[src/design/srpt_pkg.sv]
// Shared constants and types for the run-length step position probe.
package srpt_pkg;

  localparam int unsigned NUM_AXES        = 4;
  localparam int unsigned COUNT_BITS_DEF  = 16;
  localparam int unsigned MASK_W          = NUM_AXES;
  localparam int unsigned TICK_W          = 32;
  localparam int unsigned TARGET_W        = 31;
  localparam int unsigned POS_W           = 32;
  localparam int unsigned STATUS_W        = 2;

  typedef enum logic [STATUS_W-1:0] {
    STATUS_FOUND     = 2'd0,
    STATUS_EXACT_END = 2'd1,
    STATUS_PAST_END  = 2'd2
  } status_t;

  typedef logic [POS_W-1:0] pos_t;

endpackage

[src/design/srpt_cmd_if.sv]
// Valid/ready channel carrying one run-length step command.
interface srpt_cmd_if #(
  parameter int unsigned COUNT_BITS = srpt_pkg::COUNT_BITS_DEF
);
  logic                        valid;
  logic                        ready;
  logic [COUNT_BITS-1:0]       run_count;
  logic [srpt_pkg::MASK_W-1:0] step_mask;
  logic [srpt_pkg::MASK_W-1:0] dir_mask;
  logic                        is_last;

  modport source (output valid, run_count, step_mask, dir_mask, is_last, input ready);
  modport sink   (input valid, run_count, step_mask, dir_mask, is_last, output ready);
endinterface

[src/design/srpt_res_if.sv]
// Valid/ready channel carrying the axis positions and status of one probe result.
interface srpt_res_if;
  logic                          valid;
  logic                          ready;
  logic signed [srpt_pkg::POS_W-1:0] axis0_pos;
  logic signed [srpt_pkg::POS_W-1:0] axis1_pos;
  logic signed [srpt_pkg::POS_W-1:0] axis2_pos;
  logic signed [srpt_pkg::POS_W-1:0] axis3_pos;
  logic [srpt_pkg::STATUS_W-1:0] status;

  modport source (output valid, axis0_pos, axis1_pos, axis2_pos, axis3_pos, status,
                  input ready);
  modport sink   (input valid, axis0_pos, axis1_pos, axis2_pos, axis3_pos, status,
                  output ready);
endinterface

[src/design/step_run_position_at_tick_unit.sv]
// Top level of the run-length step position probe.
//
// Usage: commands arrive on cmd (valid/ready), one per transfer. Each one
// repeats a step/direction pattern for run_count ticks; a list of commands
// ends with is_last. The unit tracks the tick index and four 32-bit axis
// positions and emits at most one result per command on res: the positions
// at target_tick with status found, or at the end of a list exact_end (the
// target is the list length) or past the end (positions zero).
// The user writes target_tick via cfg_we/cfg_wdata only while idle; not enforced.
//
// Timing: a command is registered at its transfer into the input stage and
// evaluated from there once the result register is free or being taken,
// which updates the tick/position state and loads the result register that
// drives res.valid. One command is taken every cycle while res does not
// stall; the state loop is one add per axis plus one tick add and compare.
//
// Reset clears the list state, the target and both stages. When res stalls
// with a result pending, the input stage holds one command and cmd.ready
// drops until the result is taken.
module step_run_position_at_tick_unit
  import srpt_pkg::*;
#(
  parameter int unsigned COUNT_BITS = COUNT_BITS_DEF
) (
  input  logic                clk,
  input  logic                rst,
  input  logic                cfg_we,
  input  logic [TARGET_W-1:0] cfg_wdata,
  srpt_cmd_if.sink            cmd,
  srpt_res_if.source          res
);

  // configuration and list state
  logic [TARGET_W-1:0] target_tick;
  logic [TICK_W-1:0]   tick_base;
  pos_t                axis_accum [NUM_AXES];
  logic                answered;

  // input stage
  logic                  s1_valid;
  logic [COUNT_BITS-1:0] s1_count;
  logic [MASK_W-1:0]     s1_step;
  logic [MASK_W-1:0]     s1_dir;
  logic                  s1_last;
  logic                  s1_go;

  // result register
  logic    res_valid;
  pos_t    res_pos [NUM_AXES];
  status_t res_status;

  // evaluation
  logic [TICK_W-1:0] target_ext;
  logic [TICK_W-1:0] count_ext;
  logic [TICK_W-1:0] diff;
  logic [TICK_W-1:0] span;
  logic [TICK_W:0]   base_sum;
  logic [TICK_W-1:0] tick_base_next;
  logic              in_window;
  logic              emit;
  status_t           status_next;
  pos_t              pos_sum [NUM_AXES];

  assign s1_go     = s1_valid && (!res_valid || res.ready);
  assign cmd.ready = !s1_valid || s1_go;

  assign target_ext = {1'b0, target_tick};
  assign count_ext  = {{(TICK_W-COUNT_BITS){1'b0}}, s1_count};
  assign diff       = target_ext - tick_base;
  assign in_window  = !answered && (target_ext >= tick_base) && (diff < count_ext);
  assign span       = in_window ? diff : count_ext;
  assign base_sum   = {1'b0, tick_base} + {1'b0, count_ext};

  always_comb begin
    for (int j = 0; j < NUM_AXES; j++) begin
      if (!s1_step[j]) begin
        pos_sum[j] = axis_accum[j];
      end else if (s1_dir[j]) begin
        pos_sum[j] = axis_accum[j] + span;
      end else begin
        pos_sum[j] = axis_accum[j] - span;
      end
    end
  end

  always_comb begin
    if (answered || in_window) begin
      tick_base_next = tick_base;
    end else if (base_sum[TICK_W]) begin
      tick_base_next = '1;   // saturate so a long list never matches again
    end else begin
      tick_base_next = base_sum[TICK_W-1:0];
    end
  end

  assign emit = in_window || (s1_last && !answered);

  always_comb begin
    if (in_window) begin
      status_next = STATUS_FOUND;
    end else if (tick_base_next == target_ext) begin
      status_next = STATUS_EXACT_END;
    end else begin
      status_next = STATUS_PAST_END;
    end
  end

  always_ff @(posedge clk) begin
    if (rst) begin
      target_tick <= '0;
    end else if (cfg_we) begin
      target_tick <= cfg_wdata;
    end
  end

  always_ff @(posedge clk) begin
    if (rst) begin
      s1_valid <= 1'b0;
    end else if (cmd.ready) begin
      s1_valid <= cmd.valid;
    end
  end

  always_ff @(posedge clk) begin
    if (cmd.valid && cmd.ready) begin
      s1_count <= cmd.run_count;
      s1_step  <= cmd.step_mask;
      s1_dir   <= cmd.dir_mask;
      s1_last  <= cmd.is_last;
    end
  end

  always_ff @(posedge clk) begin
    if (rst) begin
      tick_base <= '0;
      answered  <= 1'b0;
      for (int j = 0; j < NUM_AXES; j++) begin
        axis_accum[j] <= '0;
      end
    end else if (s1_go) begin
      if (s1_last) begin
        // end of list: start the next one from zero
        tick_base <= '0;
        answered  <= 1'b0;
        for (int j = 0; j < NUM_AXES; j++) begin
          axis_accum[j] <= '0;
        end
      end else begin
        tick_base <= tick_base_next;
        if (in_window) begin
          answered <= 1'b1;
        end
        if (!answered && !in_window) begin
          for (int j = 0; j < NUM_AXES; j++) begin
            axis_accum[j] <= pos_sum[j];
          end
        end
      end
    end
  end

  always_ff @(posedge clk) begin
    if (rst) begin
      res_valid <= 1'b0;
    end else if (s1_go) begin
      res_valid <= emit;
    end else if (res.ready) begin
      res_valid <= 1'b0;
    end
  end

  always_ff @(posedge clk) begin
    if (s1_go && emit) begin
      res_status <= status_next;
      for (int j = 0; j < NUM_AXES; j++) begin
        res_pos[j] <= (status_next == STATUS_PAST_END) ? '0 : pos_sum[j];
      end
    end
  end

  assign res.valid     = res_valid;
  assign res.status    = res_status;
  assign res.axis0_pos = res_pos[0];
  assign res.axis1_pos = res_pos[1];
  assign res.axis2_pos = res_pos[2];
  assign res.axis3_pos = res_pos[3];

endmodule

[src/flat_wrapper.sv]
// flat-port wrapper written by rule: the top's interface ports become plain ports
module step_run_position_at_tick_unit_flat import srpt_pkg::*;
#(
  parameter int unsigned COUNT_BITS = COUNT_BITS_DEF
)
  (clk, rst, cfg_we, cfg_wdata, cmd_valid, cmd_run_count, cmd_step_mask, cmd_dir_mask, cmd_is_last, cmd_ready, res_valid, res_axis0_pos, res_axis1_pos, res_axis2_pos, res_axis3_pos, res_status, res_ready);
  srpt_cmd_if #(.COUNT_BITS(COUNT_BITS)) cmd_i ();
  srpt_res_if res_i ();
  input  logic clk;
  input  logic rst;
  input  logic cfg_we;
  input  logic [TARGET_W-1:0] cfg_wdata;
  input wire logic [$bits(cmd_i.valid)-1:0] cmd_valid;
  input wire logic [$bits(cmd_i.run_count)-1:0] cmd_run_count;
  input wire logic [$bits(cmd_i.step_mask)-1:0] cmd_step_mask;
  input wire logic [$bits(cmd_i.dir_mask)-1:0] cmd_dir_mask;
  input wire logic [$bits(cmd_i.is_last)-1:0] cmd_is_last;
  output wire logic [$bits(cmd_i.ready)-1:0] cmd_ready;
  output wire logic [$bits(res_i.valid)-1:0] res_valid;
  output wire logic [$bits(res_i.axis0_pos)-1:0] res_axis0_pos;
  output wire logic [$bits(res_i.axis1_pos)-1:0] res_axis1_pos;
  output wire logic [$bits(res_i.axis2_pos)-1:0] res_axis2_pos;
  output wire logic [$bits(res_i.axis3_pos)-1:0] res_axis3_pos;
  output wire logic [$bits(res_i.status)-1:0] res_status;
  input wire logic [$bits(res_i.ready)-1:0] res_ready;
  assign cmd_i.valid = cmd_valid;
  assign cmd_i.run_count = cmd_run_count;
  assign cmd_i.step_mask = cmd_step_mask;
  assign cmd_i.dir_mask = cmd_dir_mask;
  assign cmd_i.is_last = cmd_is_last;
  assign cmd_ready = cmd_i.ready;
  assign res_valid = res_i.valid;
  assign res_axis0_pos = res_i.axis0_pos;
  assign res_axis1_pos = res_i.axis1_pos;
  assign res_axis2_pos = res_i.axis2_pos;
  assign res_axis3_pos = res_i.axis3_pos;
  assign res_status = res_i.status;
  assign res_i.ready = res_ready;
  step_run_position_at_tick_unit #(.COUNT_BITS(COUNT_BITS)) u_core (.clk(clk), .rst(rst), .cfg_we(cfg_we), .cfg_wdata(cfg_wdata), .cmd(cmd_i), .res(res_i));
endmodule
[config.mk]
export PLATFORM = sky130hd
export DESIGN_NAME = step_run_position_at_tick_unit_flat
export DESIGN_NICKNAME = d
export VERILOG_FILES = /design/src/design/srpt_pkg.sv /design/src/design/srpt_cmd_if.sv /design/src/design/srpt_res_if.sv /design/src/design/step_run_position_at_tick_unit.sv /design/src/flat_wrapper.sv
export SDC_FILE = /design/constraint.sdc
export NUM_CORES = 1
export LEC_CHECK = 0
export BUFFER_PORTS_ARGS = -buffer_cell sky130_fd_sc_hd__clkbuf_2
export CORE_MARGIN = 3
export CORE_UTILIZATION = 40
export DETAILED_ROUTE_END_ITERATION = 10
export GPL_TIMING_DRIVEN = 0
export PLACE_DENSITY = 0.6
export SETUP_SLACK_MARGIN = 0.05
export SLEW_MARGIN = 20
export SYNTH_ARGS = -nofsm -noshare
export SYNTH_HDL_FRONTEND = slang
export SYNTH_SLANG_ARGS = --single-unit
[constraint.sdc]
create_clock -name clk -period 12.7 [get_ports clk]
set_input_delay 1.27 -clock clk [delete_from_list [all_inputs] [get_ports clk]]
set_output_delay 1.27 -clock clk [all_outputs]
set_load 0.005 [all_outputs]
# After elaboration in Yosys (flattened, before gate mapping)

Memory sizes are Yosys's and may differ from the RTL's.
Cells that the tools add are included.

Bits in registers: 93
Bits of input ports: 61
Output and inout port bits: 132
Logic and storage cells: 95
Memories: 2
Memory bits (writable): 256

Order comparisons: 2
Bitwise gates (word level): 8
Muxes and demuxes: 43
Equal/unequal tests: 2
$add $sub $neg: 10
Reduce and logical (&&, ||, !) cells: 18

Memories:

| name              | words | bits a word | rd ports | clocked after memory_dff | wr ports | line                                 | RTL |
|---|---|---|---|---|---|---|---|
| u_core.axis_accum | 4     | 32          | 4        | 0                        | 4        | step_run_position_at_tick_unit.sv:36 | `pos_t axis_accum [NUM_AXES];` |
| u_core.res_pos    | 4     | 32          | 4        | 0                        | 4        | step_run_position_at_tick_unit.sv:49 | `pos_t res_pos [NUM_AXES];` |

Operators with widths:

| kind                                  | number |
|---|---|
| two-way mux 32 bit                    | 24 |
| adder 32 bit                          | 4 |
| subtractor 32 bit                     | 4 |
| adder 32 x 16 -> 33 bit               | 1 |
| == test 32 x 31 -> 1 bit              | 1 |
| >= comparator 31 x 32 -> 1 bit        | 1 |
| < comparator 32 x 16 -> 1 bit         | 1 |
| subtractor 31 x 32 -> 32 bit          | 1 |
| two-way mux 1 bit                     | 17 |
| OR 1 bit                              | 8 |
| logical AND 1 bit                     | 7 |
| logical NOT 1 bit                     | 4 |
| logical OR 1 bit                      | 4 |
| two-way mux 2 bit                     | 2 |
| nonzero test 2 bit                    | 2 |
| == test 2 bit (second input constant) | 1 |
| AND reduction 2 bit                   | 1 |

# Depth between registers and ports, before layout

Gate-level depths: netlist (run 1).

Depth in word-level cells: 11
Mapped depth: 46

# Worst setup path after synthesis (run 1)

Ideal clock, no wire load.

Path type: register to register
Start point: register u_core.tick_base[0]
End point: memory u_core.res_pos[3][31] (netlist name) (data pin)
Arrival time: 8.847 ns
Path slack: 3.580 ns
Data required time: 12.427 ns
Library setup time: 0.273 ns
Stages on the path, launching flop included: 43
Period minus slack after synthesis: 9.120 ns
Path through: dfxtp_1 > ha_1 > inv_1 > fa_1 > a21o_1 > a221oi_1 > o21bai_1 > a21o_1 > a211o_1 > and2_1 > ha_1 > nand4_1 > or4b_2 > a211oi_1 > nor3_1 > o211a_1 > and4_1 > nand3_1 > (+7 left out) > a41oi_1 > or2_2 > mux2i_1 > ha_1 > and2_1 > a311o_1 > a31oi_1 > a211oi_1 > nor4_1 > o211ai_1 > a31oi_1 > o21bai_1 > a2111oi_0 > nor3_1 > xor2_1 > nand2_1 > xor2_1 > a21oi_1

RTL lines:

| what                     | line                                  | RTL |
|---|---|---|
| start: declaration       | step_run_position_at_tick_unit.sv:35  | `logic [TICK_W-1:0] tick_base;` |
| start signal: assignment | step_run_position_at_tick_unit.sv:149 | `tick_base <= tick_base_next;` |
| end: declaration         | step_run_position_at_tick_unit.sv:49  |  |

==> summary.md, run 1 <==
| Metric | Value |
|---|---|
| Max-cap violations | 0 |
| Setup Buffers After CTS | 0 |
| Fraction of registers with async set/reset | 0% |
| Setup TNS | 0 ps |
| Via/cell ratio | ~5.8 |
| DRT Wirelength | about 90,000 µm |
| Hold Crit Class | reg2reg |
| Die W | 263 µm |
| Critical path's slowest cell | or4b_2 |
| Largest area contributor in the netlist | edfxtp_1 |
| Layout cells sized above 1 | between 10% and 20% |
| Crit. End Element | register |
| Max Clk Rate | 0.0837 GHz |
| Seq pwr share | between 30% and 40% |
| Critical-path maximum fanout | 10 |
| WL per Instance | 22.1 µm |
| Commonest non-fill, non-tap cell in the layout | nor2_1 |
| Vias post-DR | 23,500 |
| Initial DRT Pass Iterations | 5 |
| Core Region | around 65,000 µm² |
| Fin. Hold Viols | 0 |
| RSZ-0062 raised after global routing | false |
| Initial Utilization | approximately two fifths |
| 1st-iter DRT viols | just under 2,000 |
| CTS Buf Count | 43 |
| Tmin final | approximately 12,000 ps |
| DP HPWL | approximately 70,000 µm |
| Hold depth | 2 |
| Clock slew at reported path FFs | around 60 ps |
| Worst Hold End | u_core.axis_accum[2][27] |
| # IOs | 193 |
| Clk sink count | about 350 |
| Area contributors post-synth | edfxtp_1 (28%), ha_1 (9.0%), dfxtp_1 (7.4%) |
| Die area | 69,400 µm² |
| Syn nets | about 3,200 |
| Critical path's most frequent cell | ha_1 |
| H-tree levels | 2 |
| Period utilization | about 94% |
| Metal-1 WL | approximately 38,000 µm |
| Avg Inst Size Synth | ~9 µm² |
| CP peak stage delay | roughly 710 ps |
| Power density cells | between 100 and 150 nW/µm² |
| Final Skew | 23.1 ps |
| First-pass GRT wire length | around 140,000 µm |
| Run status | complete, no violations |
| Residual DRC | 0 |
| Total grt overflow | 0 |
| Fin nets | around 3,400 |
| Gr usage total | between 20 and 25% |
| Layout area overhead | 13.9% |
| Pins Over Slew Limit | 0 |
| Synth Warn # | 0 |
| Vias in the first global route | 23,400 |
| Post-synthesis register bit count | between 300 and 400 |
| Leakage power | 12.4 nW |
| RR Startpoint | u_core.tick_base[1] |
| Synth Cell Area | 26,500 µm² |
| Gate power share | 25.4% |
| N_diodes | 0 |
| Metal3 WL | 5120 µm |
| Sw frac | a little under a third |
| Initial antenna violation count | 0 |
| CTS tree | yes |
| Largest net degree at the start of global routing | 94 |
| Setup Viol. Count Final | 0 |
| RR Endpoint | u_core.res_pos[3][31] |
| Vert. Die Dim | approximately 260 µm |
| Clock Path Buffers | 3 |
| Final core utilization | 46.4% |
| Rows | between 90 and 100 |
| CTS root buffer | clkbuf_16 |
| Top-area cell type share of the netlist area | between 20% and 30% |
| Rel. slew slack | 14.6% |
| Crit start category | register |
| Clk pwr share | 37.1% |
| DR WL met2 | about 43,000 µm |
| Arr. time, crit path | 12,310 ps |
| R2r worst-path depth | between 40 and 50 |
| Unique masters post-synth | 99 |
| Worst Max-Slew Pin Slew | ~1300 ps |
| Max rail drop VDD | ~0.086 mV |
| I/O Buffers | 190 |
| Most frequent cells in the layout | nor2_1 (390), a21oi_1 (262), edfxtp_1 (251), clkbuf_2 (192), ha_1 (191) |
| Cells after synthesis | 2,912 |
| Sequential area share after synthesis | between 30% and 40% |
| Antenna Nets Post-Route | 0 |
| EDFF count, synth | 251 |
| Sw Pwr | ~1.1 mW |
| Worst-skew pair later-pin latency | approximately 580 ps |
| RePlAce Congestion | approximately 0.96 |
| HP Start | u_core.axis_accum[2][27] |
| Req. time, crit path | approximately 13,000 ps |
| Worst R2R Setup Slack | around 750 ps |
| Crit Path Class | reg2reg |
| Top_reg_cell synth | edfxtp_1 |
| Highest Signal Layer | met4 |
| Int Power | between 2 and 2.5 mW |
-- routing by layer --
| metal | up-vias | track usage, % |
|---|---|---|
| met3 | 175 | 3.18 |
| met1 | 11300 | 31.9 |
| met4 | 0 | 9.22 |
| met5 | - | 0 |
| met2 | 815 | 43.0 |
| li1 | 11200 | - |
-- logic make-up after synthesis --
family | share of synthesized area, %
and+or+nand+nor | 16.3
AOI/OAI and AO/OA | 21.2
DFF | 35.8
buffers and inverters | 3.78
xor gates and xnor gates | 7.36
adders and majority gates | 9.47
muxes | 6.07
-- synthesized netlist by cell type (all sizes together) (15+ instances only) --
| cell type | count |
|---|---|
| nor2 | 390 |
| a21oi | 365 |
| edfxtp | 251 |
| ha | 191 |
| xnor2 | 163 |
| nand2 | 161 |
| mux2i | 155 |
| clkbuf | 121 |
| o21ai | 112 |
| dfxtp | 98 |
| inv | 88 |
| a21o | 73 |
| nor3 | 70 |
| xor2 | 57 |
| nand3 | 50 |
| a31oi | 38 |
| o21a | 36 |
| a211oi | 32 |
| nand4 | 31 |
| buf | 30 |
| and3 | 27 |
| nor2b | 27 |
| nand2b | 24 |
| or3 | 23 |
| and2 | 20 |
| o21bai | 18 |
| o31ai | 17 |
| nor4 | 15 |
| or2 | 15 |
-- state kept, by name (all words and copies together), names as in the netlist --
name / cells
u_core.s1_valid: 1
u_core.s1_dir: 4
u_core.res.status: 2
u_core.s1_step: 4
u_core.tick_base: 32
u_core.answered: 1
u_core.res.valid: 1
u_core.target_tick: 31
u_core.s1_last: 1
u_core.axis_accum: 128
u_core.s1_count: 16
u_core.res_pos: 128
-- worst max path at each step --
stage	from	to	slack, ps	cells past startpoint
after floorplan	u_core.tick_base[0]	u_core.res_pos[3][31]	3580	42
final	u_core.tick_base[1]	u_core.res_pos[3][31]	750	41
after CTS	u_core.tick_base[1]	u_core.res_pos[3][31]	90	43
after global routing	u_core.tick_base[1]	u_core.res_pos[3][31]	80	42
after global placement	u_core.tick_base[1]	u_core.res_pos[3][31]	360	43
after detailed placement	u_core.tick_base[1]	u_core.res_pos[3][31]	110	43
-- power groups by stage --
stage | clock network, mW | logic, mW | registers [mW]
finish | 1.29 | 0.884 | 1.30
global route | 1.37 | 0.974 | 1.31
CTS | 1.32 | 0.875 | 1.30
detailed placement | 0 | 0.869 | 1.32
global placement | 0 | 0.845 | 1.33
floorplan | 0 | 0.656 | 1.31
-- repair_timing --
item	4_1_cts	5_1_grt
hold buffers	0	0
resized for setup	0	7
endpoints found under the setup margin	0	26
-- stage by stage --
stage | area, µm² | total power [mW] | hold slack [ps] | worst slack, ps | instances
floorplan | 26500 | 1.96 | 453 | 3580 | 2912
global route | 30200 | 3.65 | 505 | 84.6 | 4040
finish | 30200 | 3.48 | 483 | 748 | 4040
global placement | 28500 | 2.17 | 466 | 364 | 3957
CTS | 30200 | 3.50 | 479 | 86.5 | 4041
detailed placement | 28700 | 2.19 | 471 | 109 | 3963
-- critical path, delay by kind of cell (launching register included) --
kind | cells | cell delay [ps]
AOI/OAI and AO/OA | 17 | 4530
and+or+nand+nor | 12 | 3300
adders and majority gates | 4 | 1460
buffers and inverters | 5 | 1340
DFF | 1 | 490
xor gates and xnor gates | 2 | 350
muxes | 1 | 210
-- final cells by class --
type	instances	area [µm²]
multi-input combinational	2323	16000
timing repair buffer	196	1100
clock buffer	52	1170
tap	855	1070
buffer	150	667
inverter	89	342
fill	6282	34900
clock inverter	26	303
sequential	349	9500
Note: power is estimated with default switching activity, not from simulation.
==> run 2: changes to the inputs <==
--- a/config.mk
+++ b/config.mk
@@ -10,9 +10,10 @@
 export CORE_UTILIZATION = 40
 export DETAILED_ROUTE_END_ITERATION = 10
 export GPL_TIMING_DRIVEN = 0
-export PLACE_DENSITY = 0.6
+export PLACE_DENSITY = 0.62
 export SETUP_SLACK_MARGIN = 0.05
 export SLEW_MARGIN = 20
 export SYNTH_ARGS = -nofsm -noshare
 export SYNTH_HDL_FRONTEND = slang
 export SYNTH_SLANG_ARGS = --single-unit
+export TNS_END_PERCENT = 50
==> constraint.sdc (replaced) <==
create_clock -name clk -period 10.6 [get_ports clk]
set_input_delay 1.06 -clock clk [delete_from_list [all_inputs] [get_ports clk]]
set_output_delay 1.06 -clock clk [all_outputs]
set_load 0.005 [all_outputs]
==> summary.md, run 2 (synthesis results as in run 1) <==
| Metric | Value |
|---|---|
| Setup Viol. Count Final | 0 (unchanged) |
| Most frequent cells in the layout | nor2_1 (390), a21oi_1 (261), edfxtp_1 (251), clkbuf_2 (192), ha_1 (190) (was nor2_1 (390), a21oi_1 (262), edfxtp_1 (251), clkbuf_2 (192), ha_1 (191)) |
| Clk sink count | 349 (unchanged) |
| First-pass GRT wire length | 130,000 µm (was 137,000 µm) |
| Clk pwr share | 34.8% (was 37.1%) |
| Crit path to | u_core.res_pos[1][31] (was u_core.res_pos[3][31]) |
| Largest net degree at the start of global routing | 94 (unchanged) |
| Period utilization | 96.1% (was 94.1%) |
| Layout fillers | 6,359 (was 6,282) |
| Fin nets | 3,410 (unchanged) |
| Gate power share | 26.4% (was 25.4%) |
| Leakage power | 12.4 nW (about the same) |
| Met1 Usage GRT | 31.6% (was 31.9%) |
| CTS Buf Count | 41 (was 43) |
| Rel. slew slack | 18.4% (was 14.6%) |
| Critical path's slowest cell | mux2i_1 (was or4b_2) |
| Initial antenna violation count | 0 (unchanged) |
| Residual DRC | 0 (unchanged) |
| Initial Utilization | 40.7% (unchanged) |
| Req. time, crit path | 10,870 ps (was 13,050 ps) |
| RePlAce Congestion | 0.947 (was 0.956) |
| Max Clk Rate | 0.0982 GHz (was 0.0837 GHz) |
| Antenna Nets Post-Route | 0 (unchanged) |
| Fin. Hold Viols | 0 (unchanged) |
| Seq pwr share | 38.8% (was 37.4%) |
| Max-cap violations | 0 (unchanged) |
| Clock Path Buffers | 3 (unchanged) |
| Top flop regs | u_core.axis_accum: 128 flops, u_core.res_pos: 128 flops, u_core.tick_base: 32 flops (unchanged) |
| Finished Cell Area | 30,200 µm² (about the same) |
| Die W | 263 µm (unchanged) |
| # IOs | 193 (unchanged) |
| I/O Buffers | 190 (unchanged) |
| RR Endpoint | u_core.res_pos[1][31] (was u_core.res_pos[3][31]) |
| Clock slew at reported path FFs | 60 ps (about the same) |
| R2r worst-path depth | 35 (was 41) |
| M2 GR Usage | 38.4% (was 43.0%) |
| Worst-skew pair later-pin latency | 570 ps (was 580 ps) |
| Power density cells | 133 nW/µm² (was 115 nW/µm²) |
| CP peak stage delay | 870 ps (was 710 ps) |
| RR Startpoint | u_core.tick_base[0] (was u_core.tick_base[1]) |
| Commonest non-fill, non-tap cell in the layout | nor2_1 (unchanged) |
| Final Skew | 21.2 ps (was 23.1 ps) |
| Worst R2R Setup Slack | 410 ps (was 750 ps) |
| Multi-input logic area | 16,200 µm² (was 16,000 µm²) |
| Via/cell ratio | 5.79 (was 5.81) |
| Total grt overflow | 0 (unchanged) |
| Register area | 9500 µm² (about the same) |
| Hold Crit Class | reg2reg (unchanged) |
| H-tree levels | 2 (unchanged) |
| Worst Max-Slew Pin Slew | 1210 ps (was 1270 ps) |
| Crit Path Class | reg2reg (unchanged) |
| 1st-iter DRT viols | 2,005 (was 1,953) |
| Placement-stage cell area | 28,700 µm² (about the same) |
| Hold_ws | 481 ps (was 483 ps) |
| Sw Pwr | 1.28 mW (was 1.08 mW) |
| Crit. End Element | register (unchanged) |
| Run status | complete, no violations (unchanged) |
| GRT Max-Usage Layer | met2 (unchanged) |
| Layout cells sized above 1 | 14.5% (was 13.8%) |
| CTS tree | yes (unchanged) |
| RSZ-0062 raised after global routing | true (was false) |
| Met3 GRT Util | 3.88% (was 3.18%) |
| Rows | 93 (unchanged) |
| Dpl cells | 3,963 (unchanged) |
| Sw frac | 31.9% (was 31.1%) |
| Arr. time, crit path | 10,460 ps (was 12,310 ps) |
| Core Region | 65,000 µm² (unchanged) |
| Critical Path Source | u_core.tick_base[0] (was u_core.tick_base[1]) |
| Initial DRT Pass Iterations | 6 (was 5) |
| Vias in the first global route | 22,200 (was 23,400) |
| DRT Wirelength | 85,100 µm (was 89,100 µm) |
| Final Power | 4.02 mW (was 3.48 mW) |
| Die area | 69,400 µm² (unchanged) |
| Vert. Die Dim | 263 µm (unchanged) |
| Setup TNS | 0 ps (unchanged) |
| Tmin final | 10,190 ps (was 11,950 ps) |
| DP HPWL | 65,500 µm (was 69,800 µm) |
| Crit start category | register (unchanged) |
| Int Power | 2.74 mW (was 2.39 mW) |
| WL per Instance | 21.1 µm (was 22.1 µm) |
| Layout area overhead | 14.0% (was 13.9%) |
| Layout Cells excl Fill | 4,040 (unchanged) |
| Critical-path maximum fanout | 10 (unchanged) |
| Max rail drop VDD | 0.0918 mV (was 0.0861 mV) |
| CTS root buffer | clkbuf_16 (unchanged) |
| Gr usage total | 23.6% (was 24.9%) |
| Vias post-DR | 23,400 (was 23,500) |
| Pins Over Slew Limit | 0 (unchanged) |
## run 2: per-stage QoR
step,worst slack (ps),util [%]
final,415,46.4
after global routing,27.5,46.4
after CTS,80.3,46.3
after detailed placement,-1810,44.1
after global placement,-1860,43.8
after floorplan,1480,-
## run 2: final cells by class
type	instances	area share, %
multi-input combinational	2323	53.5
clock inverter	24	0.663
sequential	349	31.5
clock buffer	51	3.70
antenna	1	0.00829
timing repair buffer	199	3.72
tap	855	3.54
inverter	89	1.13
buffer	149	2.25
## run 2: critical path, delay by kind of cell, from the launching register on
kind | cells | cell delay (ps)
buffers and inverters | 5 | 1710
and+or+nand+nor | 9 | 1860
xor gates and xnor gates | 2 | 420
muxes | 1 | 870
AOI/OAI and AO/OA | 14 | 3390
adders and majority gates | 4 | 1140
DFF | 1 | 460
## run 2: power by group through the flow
stage	clock, mW	combinational (mW)	sequential (mW)
after floorplan	0	0.786	1.57
after global placement	0	1.02	1.59
after detailed placement	0	1.03	1.59
after CTS	1.43	1.04	1.56
after global routing	1.48	1.17	1.56
final	1.40	1.06	1.56
## run 2: worst min path at each step
stage | from | to | slack (ps) | cells after the start
after CTS | u_core.axis_accum[2][11] | u_core.axis_accum[2][11] | 480 | 2
after global routing | u_core.axis_accum[2][27] | u_core.axis_accum[2][27] | 490 | 2
after global placement | u_core.axis_accum[2][27] | u_core.axis_accum[2][27] | 470 | 2
after floorplan | u_core.axis_accum[2][11] | u_core.axis_accum[2][11] | 450 | 2
after detailed placement | u_core.axis_accum[2][21] | u_core.axis_accum[2][21] | 470 | 2
final | u_core.axis_accum[2][11] | u_core.axis_accum[2][11] | 480 | 2
## run 2: metal layers
metal / up-vias / wire (µm)
li1: 11200 / -
met4: 0 / 3330
met1: 11100 / 36700
met3: 174 / 6220
met2: 884 / 38800
met5: - / 0
## run 2: timing repair
action	4_1_cts	5_1_grt
endpoints found under the setup margin	139	50
hold buffers	0	0
endpoints found under the hold margin	0	0
setup buffers	3	0
pin swaps	3	1
gates resized for setup	21	28
